[src/rtl/core/bsbo_pkg.sv]
package bsbo_pkg;

  // Largest frame side supported by default.
  localparam int MAX_SIDE_DEFAULT = 256;

  // Width of each configuration register.
  localparam int CFG_W = 9;

  // Pixel layout inside the packed RGB word: red [7:0], green [15:8], blue [23:16].
  localparam int CHAN_W = 8;
  localparam int PIX_W  = 3 * CHAN_W;

  // Sum of three squared 8-bit channel differences, and the squared threshold.
  localparam int SQ_W   = 2 * CHAN_W;
  localparam int SUM_W  = SQ_W + 2;
  localparam int TSQ_W  = 2 * CFG_W;

  // Queue between the front and the back.
  localparam int QUEUE_DEPTH = 4;
  localparam int QCNT_W      = $clog2(QUEUE_DEPTH + 1);

  // Register reset values.
  localparam logic [CFG_W-1:0] RST_FRAME_WIDTH  = 9'd256;
  localparam logic [CFG_W-1:0] RST_FRAME_HEIGHT = 9'd256;
  localparam logic [CFG_W-1:0] RST_THRESHOLD    = 9'd30;

  // Register indexes on the configuration port.
  localparam logic [1:0] REG_FRAME_WIDTH  = 2'd0;
  localparam logic [1:0] REG_FRAME_HEIGHT = 2'd1;
  localparam logic [1:0] REG_THRESHOLD    = 2'd2;
  localparam int         APB_ADDR_W       = 4;
  localparam int         APB_DATA_W       = 32;

  // Item kinds carried by the opcode bit.
  localparam logic OP_LOAD = 1'b0;
  localparam logic OP_READ = 1'b1;

  // Stored pixel for background, and the box edge color.
  localparam logic [PIX_W-1:0] PIX_WHITE = 24'hFFFFFF;
  localparam logic [PIX_W-1:0] PIX_RED   = 24'h0000FF;

  // Configuration as seen by the datapath.
  typedef struct packed {
    logic [CFG_W-1:0] frame_width;
    logic [CFG_W-1:0] frame_height;
    logic [CFG_W-1:0] distance_threshold;
  } cfg_t;

endpackage

[src/rtl/core/bsbo_fifo.sv]
module bsbo_fifo #(
  parameter int WIDTH = 1
) (
  input  logic                        clk_i,
  input  logic                        rst_ni,
  input  logic                        push_i,
  input  logic [WIDTH-1:0]            data_i,
  input  logic                        pop_i,
  output logic                        valid_o,
  output logic [WIDTH-1:0]            data_o,
  output logic [bsbo_pkg::QCNT_W-1:0] count_o
);

  localparam int PW = $clog2(bsbo_pkg::QUEUE_DEPTH);

  logic [WIDTH-1:0]            slot_q [bsbo_pkg::QUEUE_DEPTH];
  logic [PW-1:0]               wr_ptr_q, rd_ptr_q;
  logic [bsbo_pkg::QCNT_W-1:0] count_q, count_d;
  logic                        do_pop;

  assign valid_o = (count_q != '0);
  assign do_pop  = pop_i && valid_o;
  assign data_o  = slot_q[rd_ptr_q];
  assign count_o = count_q;

  // Occupancy follows pushes and pops.
  always_comb begin
    count_d = count_q;
    if (push_i && !do_pop) begin
      count_d = count_q + bsbo_pkg::QCNT_W'(1);
    end else if (!push_i && do_pop) begin
      count_d = count_q - bsbo_pkg::QCNT_W'(1);
    end
  end

  always_ff @(posedge clk_i or negedge rst_ni) begin
    if (!rst_ni) begin
      wr_ptr_q <= '0;
      rd_ptr_q <= '0;
      count_q  <= '0;
    end else begin
      if (push_i) begin
        wr_ptr_q <= wr_ptr_q + PW'(1);
      end
      if (do_pop) begin
        rd_ptr_q <= rd_ptr_q + PW'(1);
      end
      count_q <= count_d;
    end
  end

  always_ff @(posedge clk_i) begin
    if (push_i) begin
      slot_q[wr_ptr_q] <= data_i;
    end
  end

endmodule

[config.mk]
export PLATFORM = sky130hd
export DESIGN_NAME = bsbo_fifo
export DESIGN_NICKNAME = d
export VERILOG_FILES = /design/src/rtl/core/bsbo_pkg.sv /design/src/rtl/core/bsbo_fifo.sv
export SDC_FILE = /design/constraint.sdc
export NUM_CORES = 1
export LEC_CHECK = 0
export ABC_AREA = 1
export BUFFER_PORTS_ARGS = -buffer_cell sky130_fd_sc_hd__buf_4
export CAP_MARGIN = 20
export CORE_AREA = 2 2 39 41
export CTS_CLUSTER_DIAMETER = 120
export DETAILED_ROUTE_END_ITERATION = 8
export DIE_AREA = 0 0 41 43
export PLACE_DENSITY = 0.74
export SYNTH_ARGS = -nofsm -noshare
export SYNTH_HDL_FRONTEND = slang
export SYNTH_SLANG_ARGS = --single-unit
[constraint.sdc]
create_clock -name clk_i -period 2.4 [get_ports clk_i]
set_input_delay 0.6 -clock clk_i [delete_from_list [all_inputs] [get_ports clk_i]]
set_output_delay 0.6 -clock clk_i [all_outputs]
set_load 0.1 [all_outputs]
Word-level counts from Yosys, hierarchy flattened
Memories as Yosys holds them, arrays and structs flattened. Index checks and enable logic that the tools add are counted.

Flip-flop bits (word level): 7. Bits in writable memories: 4. Bits of input ports: 5. Output and inout bits: 5. Word-level logic and storage cells: 19. Memories kept: 1.

Memories: slot_q (words 4, width 1, read ports 1, clocked after memory_dff 0, wr ports 1, RTL line bsbo_fifo.sv:16) `logic [WIDTH-1:0] slot_q [bsbo_pkg::QUEUE_DEPTH];`.

Add/sub/neg operators: 4. Muxes and demuxes: 4. Reductions and logical operators: 7.

Operators by type and width (count): 3-bit two-way mux (2); 2-bit by 1-bit adder with 2-bit output, second input constant (2); 3-bit by 1-bit adder with 3-bit output, second input constant (1); 1-bit logical AND (3); 3-bit nonzero test (1); 3-bit by 1-bit subtractor with 3-bit output, second input constant (1); 1-bit logical NOT (2); 1-bit two-way mux (2); 2-bit nonzero test (1).

Depth between registers and ports, before layout
Word-level depth: 5. Mapped depth: 11. Depth with buffers taken out: 11.

Worst setup path before layout
OpenSTA, ideal clock, no wires.

Kind: register -> register. From: reg count_q, in the netlist count_o[2]. To: reg count_q, in the netlist count_o[1]. Setup time: 0.120 ns. Arrival time: 2.449 ns. Setup slack: -0.169 ns. Stages on the path, launching flop included: 9. Path buffers: 0. Clock period less this slack: 2.569 ns. Cells stage by stage: dfrtp_1 inv_1 nand2_2 nand2_2 ha_1 inv_1 fa_1 nand2_1 nand2_1.

Longest elaborated chain between the ends: 5. Elaborated cells between the ends (all ways): 7. Those cells by class: 1 x mux; 6 x reduce/logical.

Ends and longest elaborated chain: start: declaration (RTL line bsbo_fifo.sv:18) `logic [bsbo_pkg::QCNT_W-1:0] count_q, count_d;`; start signal: assignment (RTL line bsbo_fifo.sv:48) `count_q <= count_d;`; 3-bit nonzero test (RTL line bsbo_fifo.sv:21) `assign valid_o = (count_q != '0);`; named net valid_o (RTL line bsbo_fifo.sv:9) `output logic valid_o,`; 1-bit logical AND (RTL line bsbo_fifo.sv:22) `assign do_pop = pop_i && valid_o;`; 1-bit logical NOT (RTL line bsbo_fifo.sv:29) `if (push_i && !do_pop) begin`; 1-bit logical AND (RTL line bsbo_fifo.sv:29); 3-bit two-way mux (RTL line bsbo_fifo.sv:29); named net count_d (one bit) (RTL line bsbo_fifo.sv:18).

The timed path passes the listed nets, and every way through them passes these cells. A chain may end at the register's enable or synchronous reset.

Final worst setup path
From: reg rd_ptr_q[0]. To: out data_o.

Longest elaborated chain between the ends: 1.

Ends and longest elaborated chain: start: declaration (RTL line bsbo_fifo.sv:17) `logic [PW-1:0] wr_ptr_q, rd_ptr_q;`; start signal: assignment (RTL line bsbo_fifo.sv:46) `rd_ptr_q <= rd_ptr_q + PW'(1);`; memory 4 x 1 bit; end: declaration (RTL line bsbo_fifo.sv:10) `output logic [WIDTH-1:0] data_o,`.

Every way passes these cells.

==> metrics.txt <==
RSZ-0062 raised after global routing=no; most common cell after layout, fill and taps aside=nand2_1; pin count of the biggest net entering global routing=9; # Post-CTS Setup Buffers=0; worst skew pair latency=around 270 ps; fraction of layout cells with a size suffix above 1=approximately 29%; largest family of logic cells by synthesized area=simple AND/OR/NAND/NOR gates; Worst slew margin=between 80 and 90%; Synth Area in Compound Gates=approximately 3.4%; DR vias/cell=4.55; Final setup violation count=0; DIE AREA=~0.0018 sq mm; Hold/Removal Path Class=primary input to async pin; Max-Cap Viols=0; I/O pins=10; synthesized area=between 500 and 600 sq um; yosys warns=0; XOR/XNOR share of the synthesized area=under 10%; Die H=around 43 um; largest area contributor in the synthesized netlist=dfrtp_1; NumNets Final=90; FF+latch count, synth=11; clock sink count=11; CTS Hold Bufs=0; GRT Overall Usage=13.7%; DRT Pass-1 Iters=4; DRC violations left=0; Syn Inst Count=65; Critical Path AT=between 1000 and 1500 ps; # diodes=0; GP Congestion=around 0.72; Root Buffer Master=clkbuf_4; Syn Nets=between 70 and 80; setup ws final=between 500 and 600 ps; H-tree level count=1; simple-gate portion of the synthesized area=between 20% and 30%; Max Fanout on Critical Path=5; Storage cell area=between 200 and 300 sq um; Multi-input gate area=244 sq um; Setup Skew=roughly 1.3 ps; cts bufs inserted=3; CTS tree=done; Initial Util=a little over two fifths; Yosys cell types=15; top cells by area, synth=dfrtp_1 (29%), edfxtp_1 (20%), nand2_1 (12%); Setup crit end kind=output pin; global-route wire length before repair=around 1500 um; clock slew at reported path FFs=70 ps; mux cell area share after synthesis=0%; fmax=approximately 540 MHz; Starting DRT DRC Count=9; most frequent cells in the layout=nand2_1 (19), inv_1 (12), buf_4 (9); final setup TNS=0 ps; Die X=roughly 41 um; synth-to-layout area growth=19.7%; Total Wirelength=between 800 and 900 um; CP Data Required Time=between 1500 and 2000 ps; initial antenna violation count=0; status=completed; number of cells upsized or downsized after cts=0; Final Hold Viols=0; core footprint=between 0.001 and 0.0015 sq mm; via count=~430; ANT nets after route=0; pre-CTS setup slack=between 600 and 700 ps; post-DP HPWL=about 700 um; Post-Synth Adder-Cell Area=13.9%; minimum clock period=between 1500 and 2000 ps; number of global-route vias before repair=around 380; number of core rows=14; Yosys top cell area share=between 20 and 30%; Congestion Overflow GR=0; Slew Limit Fails=0; Tcrit/Tclk final=77.5%; Mean Syn Cell Area=about 9.2 sq um; critical path start-end classification=flip-flop to output pin; Port Buffers=9; FILL cells=around 140; CTS max path bufs=2; Slew @ Worst Pin=280 ps; Avg WL per Cell=between 9 and 10 um; critical path launch point type=flip-flop; sequential area share after synthesis=roughly half
[worst max-delay path, stage by stage (launching register included)]
cell and delay [ps]:
dfrtp_1 400, inv_1 140, nand2_1 70, o211ai_1 80, nand2_1 70, buf_4 230
[metrics by stage]
stage / area [sq um] / hold WS [ps] / std cells / util (%)
3_3_place_gp: 687 / 416 / 90 / 49.6
4_1_cts: 713 / 118 / 94 / 51.5
5_1_grt: 713 / 115 / 94 / 51.5
6_report: 713 / 129 / 94 / 51.5
3_5_place_dp: 687 / 418 / 90 / 49.6
2_1_floorplan: 599 / 304 / 65 / -
[worst paths after layout]
check	slack (ps)	from	depth (start not counted)	to
worst max-delay path	540	rd_ptr_q[0]$_DFFE_PN0P_	5	data_o
worst min-delay path	130	rst_ni	1	count_o[2]$_DFFE_PN0P_
worst max register to register	680	count_o[0]$_DFFE_PN0P_	10	count_o[2]$_DFFE_PN0P_
worst min register to register	490	count_o[2]$_DFFE_PN0P_	2	count_o[2]$_DFFE_PN0P_
max in group asynchronous	2140	rst_ni	1	count_o[1]$_DFFE_PN0P_
min in group clk_i	490	count_o[2]$_DFFE_PN0P_	2	count_o[2]$_DFFE_PN0P_
[sequential cells by signal (all words and copies together), names as in the netlist]
name and flops:
slot_q 4, count_o 3, rd_ptr_q 2, wr_ptr_q 2
[per-layer routing]
layer  routed length, um  GRT usage (%)  vias up
met5                   0              0        -
met4                  17           14.0        0
met3                  20           3.14        2
met2                 448           18.8        7
met1                 376           16.2      197
li1                    -              -      222
[cell type report]
type,instances,area share (%)
Multi-Input combinational cell,39,34.2
Clock buffer,4,3.68
Sequential cell,11,41.9
Tap cell,16,2.81
Inverter,15,7.89
Timing Repair Buffer,9,9.47
[kinds of logic (layout without fill, tap and decap cells)]
family,count (synthesis),after routing
simple gates,28,28
xor+xnor,2,2
compound gates,3,3
fa+ha+maj,6,6
flops,11,11
buf+inv,15,28
[Yosys cell counts, drive strengths merged]
| master | number |
|---|---|
| o211ai | 2 |
| nand2 | 23 |
| nor2 | 1 |
| xor2 | 1 |
| nand4 | 1 |
| fa | 1 |
| ha | 5 |
| nand3 | 3 |
| xnor2 | 1 |
| edfxtp | 4 |
| dfrtp | 7 |
| inv | 15 |
| o21ai | 1 |
Power is left out: the tool's default activity adds up to more than one toggle a clock period on the data nets, which glitch-free logic cannot reach.
