--- src/rtl/core/bsbo_pkg.sv ---
package bsbo_pkg;

  // Largest frame side supported by default.
  localparam int MAX_SIDE_DEFAULT = 256;

  // Width of each configuration register.
  localparam int CFG_W = 9;

  // Pixel layout inside the packed RGB word: red [7:0], green [15:8], blue [23:16].
  localparam int CHAN_W = 8;
  localparam int PIX_W  = 3 * CHAN_W;

  // Sum of three squared 8-bit channel differences, and the squared threshold.
  localparam int SQ_W   = 2 * CHAN_W;
  localparam int SUM_W  = SQ_W + 2;
  localparam int TSQ_W  = 2 * CFG_W;

  // Queue between the front and the back.
  localparam int QUEUE_DEPTH = 4;
  localparam int QCNT_W      = $clog2(QUEUE_DEPTH + 1);

  // Register reset values.
  localparam logic [CFG_W-1:0] RST_FRAME_WIDTH  = 9'd256;
  localparam logic [CFG_W-1:0] RST_FRAME_HEIGHT = 9'd256;
  localparam logic [CFG_W-1:0] RST_THRESHOLD    = 9'd30;

  // Register indexes on the configuration port.
  localparam logic [1:0] REG_FRAME_WIDTH  = 2'd0;
  localparam logic [1:0] REG_FRAME_HEIGHT = 2'd1;
  localparam logic [1:0] REG_THRESHOLD    = 2'd2;
  localparam int         APB_ADDR_W       = 4;
  localparam int         APB_DATA_W       = 32;

  // Item kinds carried by the opcode bit.
  localparam logic OP_LOAD = 1'b0;
  localparam logic OP_READ = 1'b1;

  // Stored pixel for background, and the box edge color.
  localparam logic [PIX_W-1:0] PIX_WHITE = 24'hFFFFFF;
  localparam logic [PIX_W-1:0] PIX_RED   = 24'h0000FF;

  // Configuration as seen by the datapath.
  typedef struct packed {
    logic [CFG_W-1:0] frame_width;
    logic [CFG_W-1:0] frame_height;
    logic [CFG_W-1:0] distance_threshold;
  } cfg_t;

endpackage

--- src/rtl/core/bsbo_front.sv ---
module bsbo_front #(
  parameter int MAX_SIDE = bsbo_pkg::MAX_SIDE_DEFAULT
) (
  input  logic                        clk_i,
  input  logic                        rst_ni,
  input  bsbo_pkg::cfg_t              cfg_i,
  input  logic                        in_valid_i,
  output logic                        in_ready_o,
  input  logic                        in_op_i,
  // bg_red, bg_green, bg_blue, fg_red, fg_green, fg_blue from bit 0 up
  input  logic [6*bsbo_pkg::CHAN_W-1:0] in_data_i,
  input  logic [bsbo_pkg::QCNT_W-1:0] q_count_i,
  output logic                        q_push_o,
  output logic [3+2*$clog2(MAX_SIDE)+bsbo_pkg::PIX_W-1:0] q_data_o
);

  localparam int CW   = $clog2(MAX_SIDE);
  localparam int SW   = $clog2(MAX_SIDE + 1);
  localparam int CMPW = (SW > bsbo_pkg::CFG_W) ? SW : bsbo_pkg::CFG_W;
  localparam int CH   = bsbo_pkg::CHAN_W;

  logic [SW-1:0] side_w, side_h;
  logic          accept;

  // Raster positions of the load and the read streams.
  logic [CW-1:0] ld_row_q, ld_row_d, ld_col_q, ld_col_d;
  logic [CW-1:0] rd_row_q, rd_row_d, rd_col_q, rd_col_d;
  logic [CW-1:0] cur_row, cur_col, nxt_row, nxt_col;
  logic [SW-1:0] col_inc, row_inc;
  logic          cur_last;

  // Stage one of the front: squared differences and position.
  logic                     s1_valid_q;
  logic                     s1_op_q;
  logic                     s1_last_q;
  logic [CW-1:0]            s1_row_q, s1_col_q;
  logic [bsbo_pkg::PIX_W-1:0] s1_pix_q;
  logic [bsbo_pkg::SQ_W-1:0]  s1_sq_q [3];
  logic [bsbo_pkg::TSQ_W-1:0] thr_sq_q;
  logic [bsbo_pkg::SQ_W-1:0]  sq [3];
  logic [bsbo_pkg::SUM_W-1:0] sum;
  logic                       is_fg;
  logic [bsbo_pkg::PIX_W-1:0] store_pix;

  // Clamp a side register to the range one to MAX_SIDE.
  function automatic logic [SW-1:0] eff_side(input logic [bsbo_pkg::CFG_W-1:0] v);
    logic [CMPW-1:0] ve;
    ve = CMPW'(v);
    if (ve == '0) begin
      return SW'(1);
    end else if (ve > CMPW'(MAX_SIDE)) begin
      return SW'(MAX_SIDE);
    end
    return SW'(ve);
  endfunction

  assign side_w = eff_side(cfg_i.frame_width);
  assign side_h = eff_side(cfg_i.frame_height);

  // Space in the queue is reserved for the item held in stage one.
  assign in_ready_o = (q_count_i + bsbo_pkg::QCNT_W'(s1_valid_q))
                      < bsbo_pkg::QCNT_W'(bsbo_pkg::QUEUE_DEPTH);
  assign accept     = in_valid_i && in_ready_o;

  // Position of the accepted item and the one after it.
  always_comb begin
    cur_row = (in_op_i == bsbo_pkg::OP_READ) ? rd_row_q : ld_row_q;
    cur_col = (in_op_i == bsbo_pkg::OP_READ) ? rd_col_q : ld_col_q;
    col_inc = SW'(cur_col) + SW'(1);
    row_inc = SW'(cur_row) + SW'(1);
    cur_last = (row_inc == side_h) && (col_inc == side_w);
    nxt_col = cur_col;
    nxt_row = cur_row;
    if (col_inc >= side_w) begin
      nxt_col = '0;
      nxt_row = (row_inc >= side_h) ? '0 : CW'(row_inc);
    end else begin
      nxt_col = CW'(col_inc);
    end
  end

  always_comb begin
    ld_row_d = ld_row_q;
    ld_col_d = ld_col_q;
    rd_row_d = rd_row_q;
    rd_col_d = rd_col_q;
    if (accept) begin
      if (in_op_i == bsbo_pkg::OP_READ) begin
        rd_row_d = nxt_row;
        rd_col_d = nxt_col;
      end else begin
        ld_row_d = nxt_row;
        ld_col_d = nxt_col;
      end
    end
  end

  always_ff @(posedge clk_i or negedge rst_ni) begin
    if (!rst_ni) begin
      ld_row_q   <= '0;
      ld_col_q   <= '0;
      rd_row_q   <= '0;
      rd_col_q   <= '0;
      s1_valid_q <= 1'b0;
    end else begin
      ld_row_q   <= ld_row_d;
      ld_col_q   <= ld_col_d;
      rd_row_q   <= rd_row_d;
      rd_col_q   <= rd_col_d;
      s1_valid_q <= accept;
    end
  end

  // Absolute channel differences, squared.
  always_comb begin
    logic [CH-1:0] a, b, d;
    for (int i = 0; i < 3; i++) begin
      a = in_data_i[i*CH +: CH];
      b = in_data_i[(i+3)*CH +: CH];
      d = (a > b) ? (a - b) : (b - a);
      sq[i] = bsbo_pkg::SQ_W'(d) * bsbo_pkg::SQ_W'(d);
    end
  end

  // Payload of stage one, and the squared threshold.
  always_ff @(posedge clk_i) begin
    thr_sq_q <= bsbo_pkg::TSQ_W'(cfg_i.distance_threshold)
              * bsbo_pkg::TSQ_W'(cfg_i.distance_threshold);
    if (accept) begin
      s1_op_q   <= in_op_i;
      s1_last_q <= cur_last;
      s1_row_q  <= cur_row;
      s1_col_q  <= cur_col;
      s1_pix_q  <= in_data_i[3*CH +: bsbo_pkg::PIX_W];
      s1_sq_q   <= sq;
    end
  end

  // Foreground test and the pixel to store.
  always_comb begin
    sum = bsbo_pkg::SUM_W'(s1_sq_q[0]) + bsbo_pkg::SUM_W'(s1_sq_q[1])
        + bsbo_pkg::SUM_W'(s1_sq_q[2]);
    is_fg = sum >= bsbo_pkg::SUM_W'(thr_sq_q);
    store_pix = is_fg ? s1_pix_q : bsbo_pkg::PIX_WHITE;
  end

  assign q_push_o = s1_valid_q;
  assign q_data_o = {s1_op_q, is_fg, s1_last_q, s1_row_q, s1_col_q, store_pix};

endmodule

--- config.mk ---
export PLATFORM = sky130hd
export DESIGN_NAME = bsbo_front
export DESIGN_NICKNAME = d
export VERILOG_FILES = /design/src/rtl/core/bsbo_pkg.sv /design/src/rtl/core/bsbo_front.sv
export SDC_FILE = /design/constraint.sdc
export NUM_CORES = 1
export LEC_CHECK = 0
export BUFFER_PORTS_ARGS = -buffer_cell sky130_fd_sc_hd__buf_2
export CAP_MARGIN = 15
export CORE_MARGIN = 2
export CORE_UTILIZATION = 30
export CTS_BUF_LIST = sky130_fd_sc_hd__clkbuf_2
export DETAILED_ROUTE_END_ITERATION = 8
export PLACE_DENSITY = 0.45
export SLEW_MARGIN = 20
export SYNTH_ARGS = -nofsm -noshare
export SYNTH_HDL_FRONTEND = slang
export SYNTH_SLANG_ARGS = --single-unit
--- constraint.sdc ---
create_clock -name clk_i -period 6.4 [get_ports clk_i]
set_clock_uncertainty 0.2 [all_clocks]
set_input_delay 1.6 -clock clk_i [delete_from_list [all_inputs] [get_ports clk_i]]
set_output_delay 1.6 -clock clk_i [all_outputs]
set_load 0.01 [all_outputs]
# Word-level counts from Yosys, hierarchy flattened
# Cells that the tools add are included.
# W data, S select, Z words.
dict set report totals {
  ff_bits 141
  input_bits 82
  out_inout_bits 45
}
dict set report classes {
  addsub 11
  multipliers 4
  magnitude_cmp 9
  eq_ne 2
  mux 19
  bitwise 1
  reduce_logical 6
}
# cell n
set ops {}
lappend ops {{$mux W8} 8}
lappend ops {{$mux W9} 6}
lappend ops {{$mul A8 B8 Y16} 3}
lappend ops {{$sub A8 B8 Y8} 6}
lappend ops {{$gt A8 B8 Y1} 3}
lappend ops {{$mux W24} 1}
lappend ops {{$add A17 B16 Y18} 1}
lappend ops {{$add A8 B1 Y9 const B} 2}
lappend ops {{$eq A9 B9 Y1} 2}
lappend ops {{$ge A18 B18 Y1} 1}
lappend ops {{$ge A9 B9 Y1} 2}
lappend ops {{$gt A9 B9 Y1 const B} 2}
lappend ops {{$logic_not A9 Y1} 2}
lappend ops {{$mul A9 B9 Y18} 1}
lappend ops {{$add A16 B16 Y17} 1}
lappend ops {{$mux W1} 4}
lappend ops {{$reduce_and A2 Y1} 2}
lappend ops {{$add A3 B1 Y3} 1}
lappend ops {{$lt A3 B3 Y1 const B} 1}
lappend ops {{$logic_and A1 B1 Y1} 2}
lappend ops {{$not A1 Y1} 1}

# Logic depth before layout (Yosys ltp)
dict set report depth {
  ltp_word 7
  ltp_mapped 31
  mapped_depth_nobuf 30
}

# Least setup slack after synthesis
# OpenSTA, ideal clock, no wires.
dict set report synth_timing {
  path_kind {input -> register}
  startpoint {input in_data_i[0] in the netlist's numbering}
  endpoint {register s1_sq_q[47] in the netlist's numbering (data pin)}
  arrival_ns 7.133
  slack_ns -1.193
  path_stages 25
  path_cell_list {inv_1 ha_1 inv_1 fa_1 a21o_1 a221oi_2 a21oi_4 a211oi_1 a21oi_1 xnor2_2 or2_2 fa_1 inv_1 fa_1 fa_1 inv_1 fa_1 inv_1 ha_1 o41a_1 a41o_1 o21ai_0 nand2b_1 a21oi_1 xnor2_1}
}
# item line_no
set synth_lines {}
lappend synth_lines {{from (decl)} bsbo_front.sv:11} ;# input logic [6*bsbo_pkg::CHAN_W-1:0] in_data_i,
lappend synth_lines {{to (signal assigned)} bsbo_front.sv:135} ;# s1_sq_q <= sq;
lappend synth_lines {{to (decl)} bsbo_front.sv:38} ;# logic [bsbo_pkg::SQ_W-1:0] s1_sq_q [3];

# Worst setup path after layout
dict set report layout_timing {
  startpoint {register s1_sq_q[36] in the netlist's numbering}
  endpoint {output q_data_o[5] in the netlist's numbering}
}
dict set report layout_via {
  elab_chain_len 4
}
# item line_no
set layout_lines {}
lappend layout_lines {{$add A16 B16 Y17} bsbo_front.sv:141} ;# sum = bsbo_pkg::SUM_W'(s1_sq_q[0]) + bsbo_pkg::SUM_W'(s1_sq_q[1])
lappend layout_lines {{$add A17 B16 Y18} bsbo_front.sv:142} ;# + bsbo_pkg::SUM_W'(s1_sq_q[2]);
lappend layout_lines {{$ge A18 B18 Y1} bsbo_front.sv:143} ;# is_fg = sum >= bsbo_pkg::SUM_W'(thr_sq_q);
lappend layout_lines {{$mux W24} bsbo_front.sv:144} ;# store_pix = is_fg ? s1_pix_q : bsbo_pkg::PIX_WHITE;
lappend layout_lines {{to (decl)} bsbo_front.sv:14} ;# output logic [3+2*$clog2(MAX_SIDE)+bsbo_pkg::PIX_W-1:0] q_data_o
# No other way between the ends.

==> out/metrics.csv <==
stage,metric,value,unit
critical_path,critPathMaxFanout,5,
run_status,violations,setup timing,
critical_path,rr_worst_depth,13,
clocking,clk_pin_slew,230,ps
critical_path,worst-setup-path-type,reg2out,
clocking,cts_made_buffers,17,
critical_path,max_stage_delay,530,ps
logic_synthesis,synth-edff-count,87,
global_route,grt_max_degree,70,
placement,gp_congestion,0.7950,
cells_and_area,areaGrowthSynthToFinish,32.82,%
hold_path,min_to,ld_col_q[6]$_DFFE_PN0P_,
timing,slew_viol_final,0,
critical_path,endpoint_kind,primary output,
clocking,cts_buffer_depth,2,
run,max_cap_viol_count,0,
global_route,antenna_found_initial,1,
hold_path,hold_class,reg2reg,
floorplanning,pin_count,127,
clocking,h-tree-depth,4,
cells_and_area,final_common_cell,buf_4,
logic_synthesis,synth_top_cell_area_share,17.79,%
clocking,cts_tree,done,
clocking,hold_buffers,0,
logic_synthesis,synth_warnings,0,
logic_synthesis,syn-cell-area,15760,µm²
critical_path,r2r-start,rd_col_q[0]$_DFFE_PN0P_,
hold_path,min_path_cells,2,
timing,period_needed,6943,ps
logic_synthesis,synth-async-reset-ratio,24.09,%
timing,holdWs,300.8,ps
timing,finalSetupViolCount,35,
cells_and_area,nNetsFinal,2488,
drt,routed_via_density,4.469,
floorplanning,start_util,30.53,%
cells_and_area,final_cells,2751,
timing,fmaxAchievable,0.1440,GHz
critical_path,path_cells,"fa_1, ha_4, buf_4, o21ai_0, a21boi_1, o2111ai_2, a21boi_1, o21ai_1, a21oi_1, xor2_1, ha_1, a21o_1, a21o_1, a211oi_2, buf_4, o31ai_4, buf_6, buf_12, nand2b_4, buf_6",
timing,worstMarginPinSlew,960.5,ps
logic_synthesis,yosys.area.top_type,ha_1,
hold_path,min_from,ld_col_q[6]$_DFFE_PN0P_,
floorplanning,die_h,233.2,µm
logic_synthesis,synth_cell_types,77,
clocking,clock-root-buffer,clkbuf_2,
global_route,globalRouteTotalUtil,13.86,%
critical_path,crit_buf_inv,5,
cells_and_area,most-common-layout-cells,"283 x buf_4, 243 x inv_1, 196 x ha_1",
drt,vias,12300,
logic_synthesis,synthFlopType,edfxtp_1,
global_route,grt_overflow_total,0,
placement,dp_slack,-1180,ps
cells_and_area,n_fill_cell,5126,
global_route,grt_pass1_vias,12700,
placement,placedCellCount,2683,
clocking,clk_latency,860,ps
global_route,grt_pass1_wl,60910,µm
critical_path,rrSetupSlack,2570,ps
logic_synthesis,yosysSeqAreaShare,23.98,%
timing,finalCritPeriodShare,108.5,%
run_status,status,"finished, violations left",
critical_path,crit_required,4600,ps
drt,routedWlPerCell,13.24,µm
drt,postRouteAntennaNets,0,
drt,drtIter0Drc,299,
floorplanning,die_w,233.2,µm
drt,drt_pass1_iterations,5,
placement,portBuffers,126,
critical_path,worstPathArrival,5140,ps
clocking,cts.sinks,137,
critical_path,crit_slowest_cell,fa_1,
timing,finalHoldViolCount,0,
critical_path,crit_path_start_kind,flip-flop,
critical_path,path_delay_family,compound AO/OA/AOI/OAI gates,
logic_synthesis,avgSynthCellArea,9.597,µm²
drt,routed_wl,36430,µm
cells_and_area,drive_gt1_share,34.17,%
timing,setup_ws,-543.0,ps
timing,slew_headroom,35.97,%
placement,dp_hpwl,29720,µm
logic_synthesis,syn_inst,1642,
drt,route.detailed.drc,0,
logic_synthesis,ys_ff_latch,137,
floorplanning,rows,83,
timing,rsz0062_at_grt,yes,
floorplanning,die-area,54380,µm²
logic_synthesis,synthTopCellsByArea,"ha_1 18%, edfxtp_1 17%, fa_1 16%",
floorplanning,core,51610,µm²
critical_path,r2r_end,ld_row_q[4]$_DFFE_PN0P_,
==> tightest hold or removal path: stages (launching register included) <==
cell     delay [ps]
dfrtp_1         390
nand2_1          40
o21ai_0          60
==> per-stage QoR <==
| stage | instance area (µm²) | setup TNS [ps] | util (%) |
|---|---|---|---|
| after floorplan | 16370 | -10530 | - |
| after global routing | 20930 | -23510 | 40.55 |
| after detailed placement | 19720 | -24870 | 38.20 |
| after global placement | 19720 | -22200 | 38.20 |
| after CTS | 20400 | -17030 | 39.52 |
| final | 20930 | -12560 | 40.55 |
==> layer usage <==
metal / vias up / routed length [µm] / GRT usage, %
li1: 6283 / - / -
met1: 5868 / 17360 / 18.09
met2: 127 / 17920 / 23.96
met3: 17 / 854 / 2.112
met4: 0 / 301 / 3.304
met5: - / 0 / 0
==> cell type report <==
class	count	area (µm²)	share of cell area, %
antenna	5	12.51	0.05978
clock buffer	17	85.08	0.4065
clock inverter	15	178.9	0.8549
inverter	281	1097	5.243
multi-input combinational	1189	11800	56.39
sequential	137	3779	18.05
tap	680	850.8	4.065
timing repair buffer	427	3123	14.92
==> how the worst max path moves through the flow <==
stage / start / end / slack (ps) / depth (start not counted)
2_1_floorplan: in_data_i[0] / s1_sq_q[47]$_DFFE_PP_ / -750 / 26
3_3_place_gp: in_data_i[16] / s1_sq_q[14]$_DFFE_PP_ / -1090 / 24
3_5_place_dp: in_data_i[0] / s1_sq_q[47]$_DFFE_PP_ / -1180 / 25
4_1_cts: s1_sq_q[5]$_DFFE_PP_ / q_data_o[17] / -710 / 21
5_1_grt: s1_sq_q[5]$_DFFE_PP_ / q_data_o[1] / -910 / 22
6_report: s1_sq_q[36]$_DFFE_PP_ / q_data_o[5] / -540 / 20
==> registers in the layout, indices dropped and copies added (netlist names) <==
name	cells
s1_sq_q	45
ld_row_q	8
q_push_o	1
s1_last_q	1
s1_op_q	1
s1_row_q	8
rd_row_q	8
s1_pix_q	24
thr_sq_q	17
rd_col_q	8
s1_col_q	8
ld_col_q	8
==> cells by family after synthesis <==
logic type | share of synthesized area [%]
flip-flops | 23.98
XOR/XNOR | 6.622
AO/OA/AOI/OAI | 11.16
AND/OR/NAND/NOR | 13.00
buffers and inverters | 7.924
other | 0.04766
multiplexers | 3.089
adder cells (fa/ha/maj) | 34.18
==> synthesized netlist by cell type (all sizes together) (6+ instances only) <==
cell type,count
buf,18
a31oi,6
and3,8
or2,19
o211ai,12
o22ai,6
mux2,19
and2,37
o21a,13
o31ai,6
edfxtp,87
mux2i,26
nand2b,37
ha,224
a21o,41
clkbuf,18
nor2,110
o21ai,49
dfxtp,17
a211oi,8
xor2,35
nand4,11
nand2,98
fa,129
nor2b,28
dfrtp,33
nand3,19
a21oi,79
xnor2,79
inv,281
nor3,26
==> repair_timing <==
action	CTS	global route
cloned	2	0
endpoints found under the setup margin	34	42
buffers inserted	13	22
pin swaps	39	71
resized for setup	57	104
Power is not shown: default switching activity piles up to over one toggle a cycle in this logic, so the estimate is an artifact.
